## src/rtl/pwle_pkg.sv

```systemverilog
// Package for the pulse-width line encoder with CRC-8.
// Holds the queue entry type, the register indexes and the CRC constants.
// No dependencies.
package pwle_pkg;

  localparam logic [7:0] CRC_POLY = 8'h85;
  localparam logic [7:0] CRC_INIT = 8'h00;

  localparam int unsigned CFG_INDEX_W = 1;
  localparam int unsigned CFG_DATA_W  = 8;

  localparam logic [CFG_INDEX_W-1:0] REG_TICKS_PER_US = 1'd0;
  localparam logic [CFG_INDEX_W-1:0] REG_INVERT_CRC   = 1'd1;

  localparam logic [7:0] TICKS_PER_US_RESET = 8'd50;

  typedef struct packed {
    logic [7:0] data;
    logic       last;
    logic       append;
    logic [7:0] crc;
  } job_t;

endpackage

```

## src/rtl/pwle_front.sv

```systemverilog
// Front end: accepts packet bytes, keeps the running CRC-8 and builds queue entries.
// Depends on pwle_pkg.
module pwle_front (
  input  logic             clk,
  input  logic             rst,
  input  logic             invert_crc,
  input  logic             in_valid,
  output logic             in_stall,
  input  logic [7:0]       data_byte,
  input  logic             last_byte,
  input  logic             append_crc,
  input  logic             queue_full,
  output logic             push,
  output pwle_pkg::job_t   push_job
);

  logic [7:0] running_crc;
  logic [7:0] running_crc_next;
  logic [7:0] crc_new;

  function automatic logic [7:0] crc_update(input logic [7:0] crc, input logic [7:0] b);
    logic [7:0] c;
    c = crc ^ b;
    for (int i = 0; i < 8; i++) begin
      if (c[7]) begin
        c = {c[6:0], 1'b0} ^ pwle_pkg::CRC_POLY;
      end else begin
        c = {c[6:0], 1'b0};
      end
    end
    return c;
  endfunction

  assign in_stall = queue_full;
  assign push     = in_valid && !queue_full;
  assign crc_new  = crc_update(running_crc, data_byte);

  always_comb begin
    push_job.data   = data_byte;
    push_job.last   = last_byte;
    push_job.append = last_byte && append_crc;
    push_job.crc    = invert_crc ? ~crc_new : crc_new;
    running_crc_next = last_byte ? pwle_pkg::CRC_INIT : crc_new;
  end

  always_ff @(posedge clk) begin
    if (rst) begin
      running_crc <= pwle_pkg::CRC_INIT;
    end else if (push) begin
      running_crc <= running_crc_next;
    end
  end

endmodule

```

## src/rtl/pwle_fifo.sv

```systemverilog
// Short queue between front end and segment sequencer.
// Depends on pwle_pkg for the entry type.
module pwle_fifo #(
  parameter int unsigned DEPTH = 4
) (
  input  logic           clk,
  input  logic           rst,
  input  logic           push,
  input  pwle_pkg::job_t push_job,
  input  logic           pop,
  output pwle_pkg::job_t pop_job,
  output logic           full,
  output logic           empty
);

  localparam int unsigned PTR_W = $clog2(DEPTH);
  localparam int unsigned CNT_W = $clog2(DEPTH + 1);

  pwle_pkg::job_t entries [DEPTH];
  logic [PTR_W-1:0] wr_ptr;
  logic [PTR_W-1:0] rd_ptr;
  logic [CNT_W-1:0] count;
  logic             do_push;
  logic             do_pop;

  assign full    = (count == CNT_W'(DEPTH));
  assign empty   = (count == '0);
  assign do_push = push && !full;
  assign do_pop  = pop && !empty;
  assign pop_job = entries[rd_ptr];

  always_ff @(posedge clk) begin
    if (do_push) begin
      entries[wr_ptr] <= push_job;
    end
  end

  always_ff @(posedge clk) begin
    if (rst) begin
      wr_ptr <= '0;
      rd_ptr <= '0;
      count  <= '0;
    end else begin
      if (do_push) begin
        wr_ptr <= (wr_ptr == PTR_W'(DEPTH - 1)) ? '0 : PTR_W'(wr_ptr + 1'b1);
      end
      if (do_pop) begin
        rd_ptr <= (rd_ptr == PTR_W'(DEPTH - 1)) ? '0 : PTR_W'(rd_ptr + 1'b1);
      end
      if (do_push && !do_pop) begin
        count <= CNT_W'(count + 1'b1);
      end else if (do_pop && !do_push) begin
        count <= CNT_W'(count - 1'b1);
      end
    end
  end

endmodule

```

## src/rtl/pwle_back.sv

```systemverilog
// Segment sequencer: turns queue entries into timed line segments, one per unstalled cycle.
// Depends on pwle_pkg.
module pwle_back (
  input  logic           clk,
  input  logic           rst,
  input  logic [7:0]     ticks_per_us,
  input  logic           queue_empty,
  input  pwle_pkg::job_t queue_job,
  output logic           pop,
  output logic           out_valid,
  input  logic           out_stall,
  output logic           drive_low,
  output logic [9:0]     duration_ticks,
  output logic           last_segment
);

  localparam logic [1:0] PH_DATA = 2'd0;
  localparam logic [1:0] PH_CRC  = 2'd1;
  localparam logic [1:0] PH_STOP = 2'd2;

  localparam logic [1:0] US_1 = 2'd1;
  localparam logic [1:0] US_2 = 2'd2;
  localparam logic [1:0] US_3 = 2'd3;

  pwle_pkg::job_t job;
  logic           active;
  logic [1:0]     phase;
  logic [1:0]     phase_next;
  logic [3:0]     seg_idx;
  logic           take;
  logic           emit;
  logic           seg_low;
  logic [1:0]     seg_us;
  logic           seg_final;
  logic [9:0]     seg_ticks;
  logic [7:0]     cur_byte;
  logic           cur_bit;

  assign take = !out_valid || !out_stall;
  assign emit = active && take;

  always_comb begin
    cur_byte   = (phase == PH_CRC) ? job.crc : job.data;
    cur_bit    = cur_byte[~seg_idx[3:1]];
    seg_low    = !seg_idx[0];
    seg_us     = US_1;
    seg_final  = 1'b0;
    phase_next = phase;
    unique case (phase)
      PH_DATA, PH_CRC: begin
        seg_us = (cur_bit ^ seg_idx[0]) ? US_1 : US_3;
        if (seg_idx == 4'd15) begin
          if (phase == PH_CRC) begin
            phase_next = PH_STOP;
          end else if (job.last) begin
            phase_next = job.append ? PH_CRC : PH_STOP;
          end else begin
            seg_final = 1'b1;
          end
        end
      end
      PH_STOP: begin
        seg_us    = seg_idx[0] ? US_1 : US_2;
        seg_final = seg_idx[0];
      end
      default: begin
        seg_final = 1'b1;
      end
    endcase
    unique case (seg_us)
      US_2:    seg_ticks = {1'b0, ticks_per_us, 1'b0};
      US_3:    seg_ticks = {2'b00, ticks_per_us} + {1'b0, ticks_per_us, 1'b0};
      default: seg_ticks = {2'b00, ticks_per_us};
    endcase
    pop = emit ? (seg_final && !queue_empty) : (!active && !queue_empty);
  end

  always_ff @(posedge clk) begin
    if (emit) begin
      drive_low      <= seg_low;
      duration_ticks <= seg_ticks;
      last_segment   <= seg_final;
    end
    if (pop) begin
      job <= queue_job;
    end
  end

  always_ff @(posedge clk) begin
    if (rst) begin
      active    <= 1'b0;
      out_valid <= 1'b0;
      phase     <= PH_DATA;
      seg_idx   <= '0;
    end else begin
      if (take) begin
        out_valid <= active;
      end
      if (pop) begin
        active  <= 1'b1;
        phase   <= PH_DATA;
        seg_idx <= '0;
      end else if (emit && seg_final) begin
        active <= 1'b0;
      end else if (emit) begin
        phase   <= phase_next;
        seg_idx <= 4'(seg_idx + 1'b1);
      end
    end
  end

endmodule

```

## src/rtl/pulse_width_line_encoder_crc8_top.sv

```systemverilog
// Top level of the pulse-width line encoder with CRC-8.
// Instantiates pwle_front, pwle_fifo and pwle_back; depends on pwle_pkg.
//
// Each accepted byte becomes sixteen line segments (two per bit, MSB first); the segment
// sequencer hands out one segment per cycle unless stalled; a last byte adds two for the
// stop bit and sixteen more when the CRC byte is appended. The front end takes a new byte
// in any cycle that the queue of QUEUE_DEPTH entries has room, so bytes keep flowing while
// segments of earlier ones still go out. Durations are ticks_per_us times 1, 2 or 3.
// Configuration must be written by the user only while the block is idle; it is unchecked.
module pulse_width_line_encoder_crc8_top #(
  parameter int unsigned QUEUE_DEPTH = 4
) (
  input  logic                                clk,
  input  logic                                rst,
  input  logic                                cfg_write,
  input  logic [pwle_pkg::CFG_INDEX_W-1:0]    cfg_index,
  input  logic [pwle_pkg::CFG_DATA_W-1:0]     cfg_data,
  input  logic                                in_valid,
  output logic                                in_stall,
  input  logic [7:0]                          data_byte,
  input  logic                                last_byte,
  input  logic                                append_crc,
  output logic                                out_valid,
  input  logic                                out_stall,
  output logic                                drive_low,
  output logic [9:0]                          duration_ticks,
  output logic                                last_segment
);

  logic [7:0]     ticks_per_us;
  logic           invert_crc;
  logic           push;
  logic           pop;
  logic           queue_full;
  logic           queue_empty;
  pwle_pkg::job_t push_job;
  pwle_pkg::job_t queue_job;

  always_ff @(posedge clk) begin
    if (rst) begin
      ticks_per_us <= pwle_pkg::TICKS_PER_US_RESET;
      invert_crc   <= 1'b0;
    end else if (cfg_write) begin
      unique case (cfg_index)
        pwle_pkg::REG_TICKS_PER_US: ticks_per_us <= cfg_data[7:0];
        pwle_pkg::REG_INVERT_CRC:   invert_crc   <= cfg_data[0];
        default: ;
      endcase
    end
  end

  pwle_front u_front (
    .clk        (clk),
    .rst        (rst),
    .invert_crc (invert_crc),
    .in_valid   (in_valid),
    .in_stall   (in_stall),
    .data_byte  (data_byte),
    .last_byte  (last_byte),
    .append_crc (append_crc),
    .queue_full (queue_full),
    .push       (push),
    .push_job   (push_job)
  );

  pwle_fifo #(
    .DEPTH (QUEUE_DEPTH)
  ) u_fifo (
    .clk      (clk),
    .rst      (rst),
    .push     (push),
    .push_job (push_job),
    .pop      (pop),
    .pop_job  (queue_job),
    .full     (queue_full),
    .empty    (queue_empty)
  );

  pwle_back u_back (
    .clk            (clk),
    .rst            (rst),
    .ticks_per_us   (ticks_per_us),
    .queue_empty    (queue_empty),
    .queue_job      (queue_job),
    .pop            (pop),
    .out_valid      (out_valid),
    .out_stall      (out_stall),
    .drive_low      (drive_low),
    .duration_ticks (duration_ticks),
    .last_segment   (last_segment)
  );

endmodule

```

## config.mk

```make
export PLATFORM = sky130hd
export DESIGN_NAME = pulse_width_line_encoder_crc8_top
export DESIGN_NICKNAME = d
export VERILOG_FILES = /design/src/rtl/pwle_pkg.sv /design/src/rtl/pwle_front.sv /design/src/rtl/pwle_fifo.sv /design/src/rtl/pwle_back.sv /design/src/rtl/pulse_width_line_encoder_crc8_top.sv
export SDC_FILE = /design/constraint.sdc
export NUM_CORES = 1
export LEC_CHECK = 0
export ABC_AREA = 1
export BUFFER_PORTS_ARGS = -buffer_cell sky130_fd_sc_hd__buf_2
export CAP_MARGIN = 20
export CORE_AREA = 8 8 178 180
export DETAILED_ROUTE_END_ITERATION = 10
export DIE_AREA = 0 0 186 188
export GPL_ROUTABILITY_DRIVEN = 0
export PLACE_DENSITY = 0.36
export SYNTH_ARGS = -nofsm -noshare
export SYNTH_HDL_FRONTEND = slang
export SYNTH_HIERARCHICAL = 1
export SYNTH_SLANG_ARGS = --single-unit
```

## constraint.sdc

```tcl
create_clock -name clk -period 4.1 [get_ports clk]
set_input_delay 0.41 -clock clk [delete_from_list [all_inputs] [get_ports clk]]
set_output_delay 0.41 -clock clk [all_outputs]
set_load 0.1 [all_outputs]
```

==> results.yml <==
status:
  status: "finished, final reports clean"
setup_path:
  slowest_delay_ps: 520
  crit_chain: "inv_1 > nand3_2 > nand3_1 > nand2_2 > o21ai_1 > nor2_1 > buf_4 > nand2_1 > ha_1 > inv_1 > fa_1 > o21ai_0 > nor2_1"
  r2r_slack_ps: 1270
  critical_path_class: "flop to flop"
  worstPathRequired_ps: 4400
  end_kind: "flop"
  cp.arrival_ps: 3130
  rr_endpoint: "u_fifo/count[1]"
  cp_num_buf_inv: 3
  worstPathMaxFanout: 22
  crit_slowest_cell: "dfxtp_1"
  rr_startpoint: "u_back/phase[0]"
  crit_family: "simple AND/OR/NAND/NOR gates"
  ff2ff_path_depth: 13
  cp-start-kind: "flop"
drt:
  drt_iter0_drc: 354
  num_vias: 4484
  dr.pass1.iters: 4
  drc: 0
  wl_per_cell_um: 13.6
  drtAntennaViolNets: 0
  wl_um: 14900
  viasPerCell: 4.09
yosys:
  synth_compound_area_frac: 0.0722
  synth-seq-cells: 136
  synth_top_family_by_area: "simple AND/OR/NAND/NOR gates"
  synth-xor-area-share: 0.0353
  async_flop_share: 0
  synth-edff-count: 102
  synth_mux_area_frac: 0
  yosys_most_used_dff: "edfxtp_1"
  synth_top_area_cell: "edfxtp_1"
  syn_area_sq_mm: 0.00657
  avgSynthCellArea_sq_um: 10.1
  synthTopCellsByArea: "edfxtp_1, dfxtp_1, nand2_1"
  yosys.area.top_type_share: 0.467
  synth_warnings: 6
  synthAdderAreaFrac: 0.0347
  syn_inst: 652
  ys_seq_area_frac: 0.570
  synth_nets: 693
  post_synth_and_or_nand_nor_area_fraction: 0.213
  ys_types: 40
finish:
  area.growth.synth_to_final_pct: 16.6
  fillers: 3126
  final_common_cell: "nand2_1"
  num_antenna_cells: 0
  mostFrequentLayoutCells: "nand2_1, edfxtp_1, nor2_1"
  final_layout_size_suffix_gt1_frac: 0.189
  final_net_count: 733
timing:
  fin_tns_setup_ps: 0
  fin_skew_ps: 11.8
  fin_crit_ps: 2830
  tightestPinTransition_ps: 600
  relSlewSlack: 0.598
  fin_crit_sh: 0.690
  finalMaxSlewViolations: 0
  final-hold-violation-count: 0
  grt_setup_unrepaired: "no"
  setup_viol: 0
  max_clock_freq_mhz: 353
pwr:
  leakagePower_nw: 3.02
  total_power_w: 0.00551
  ir_drop_v: 0.000260
  p_per_area_mw_per_mm2: 720
clock_network:
  cts_setup_buffers: 0
  clockBufferDepth: 2
  cts_buffers: 17
  cts.repair.resized: 0
  clkSinkCount: 136
  clk_pin_slew_worst_paths_ps: 60
  hold_buffers: 0
  cts_tree: "yes"
  clkLatencyLatePin_ps: 420
  htreeDepth: 4
  cts_root_buf: "clkbuf_16"
floorplan:
  core.rowCount: 63
  dieArea_sq_mm: 0.0350
  die-width_um: 186
  initial_core_util: 0.226
  core_sq_mm: 0.0290
  die_h_um: 188
  io_pins: 38
hold_path:
  min_path_type: "primary input to flop"
  min_to: "ticks_per_us[1]"
  hp-start: "cfg_data[1]"
  hold-path-cell-count: 3
global_routing:
  grt_antenna_before_repair: 0
  track_usage: 0.0884
  grt_pass1_wl_um: 23600
  grt_overflow: 0
  grt_max_degree: 37
  grt_pass1_vias: 4423
placement:
  dp_hpwl_um: 10700
  io_buffers: 37
flow_run:
  drv_cap: 0
[cell usage after synthesis (3+ instances only)]
cell type  number
nand2_1       109
inv_1          58
edfxtp_1      102
ha_1           15
o21ai_1        17
buf_6           8
dfxtp_1        34
xnor2_1         3
o22ai_1        18
inv_2          11
nand4_1        10
xor2_1         16
nand3_2         8
nand3_1        60
buf_4          15
nand2_4         7
a21oi_1        21
o21ai_0        24
nor2_1         71
nand2_2        17
[how the worst max path moves through the flow]
stage                                 from         endpoint  slack, ps  depth (start not counted)
after floorplan           u_back/out_valid  u_fifo/count[1]         60                         10
after global placement     u_back/phase[0]  u_fifo/count[1]       1390                         13
after detailed placement   u_back/phase[0]  u_fifo/count[1]       1270                         13
after CTS                  u_back/phase[0]  u_fifo/count[1]       1250                         13
after global routing       u_back/phase[0]  u_fifo/count[1]        950                         13
final                      u_back/phase[0]  u_fifo/count[1]       1270                         13
[cells by family (layout without fill, tap and decap cells)]
group | Yosys count | after routing
AOI/OAI and AO/OA | 87 | 87
xor gates and xnor gates | 23 | 23
adders and majority gates | 17 | 17
buffers and inverters | 97 | 150
DFF | 136 | 136
and+or+nand+nor | 292 | 292
[where the power goes]
group	total (W)	switching [W]	internal, W	leakage (nW)
logic	0.00202	0.00148	0.000536	1.56
registers	0.00212	0.000138	0.00198	1.22
clock network	0.00137	0.000587	0.000788	0.243
[worst register-to-register path, delay by kind of cell, from the launching register on]
family                   cells  cell delay, ps
AND/OR/NAND/NOR              6             780
adder cells (fa/ha/maj)      2             630
flip-flops                   1             520
buffers and inverters        3             480
AO/OA/AOI/OAI                2             310
[layer usage]
layer,up-vias,GRT usage,wire (um),share of wire
met5,-,0,0,0
met4,0,0.0324,161,0.011
met3,12,0.0199,493,0.033
met2,64,0.148,7220,0.49
met1,2120,0.109,6990,0.47
li1,2288,-,-,-
[through the flow]
stage	instance area, sq um	util	hold slack, ps	setup WS [ps]	instances
3_3_place_gp	7090	0.244	466	1390	1062
6_report	7650	0.264	231	1270	1095
5_1_grt	7650	0.264	233	952	1095
3_5_place_dp	7090	0.244	463	1270	1062
2_1_floorplan	6570	-	429	62.7	652
4_1_cts	7630	0.263	211	1250	1094
[area by class of cell]
type | instances | area (sq um) | share of cell area
clock inverter | 14 | 101 | 0.0132
timing repair buffer | 46 | 273 | 0.0356
multi-input combinational | 419 | 2330 | 0.305
tap | 390 | 488 | 0.0637
sequential | 136 | 3740 | 0.489
inverter | 72 | 279 | 0.0364
clock buffer | 18 | 439 | 0.0574
[sequential cells by signal, summed over array words and instances (netlist names), 2 cells and up, named ones only]
register / cells
u_fifo/entries: 72
u_back/job: 18
u_back/duration_ticks: 10
ticks_per_us: 8
u_front/running_crc: 8
u_back/seg_idx: 4
u_fifo/count: 3
u_back/phase: 2
u_fifo/rd_ptr: 2
u_fifo/wr_ptr: 2
No activity file was read; power rests on OpenSTA's default activity.
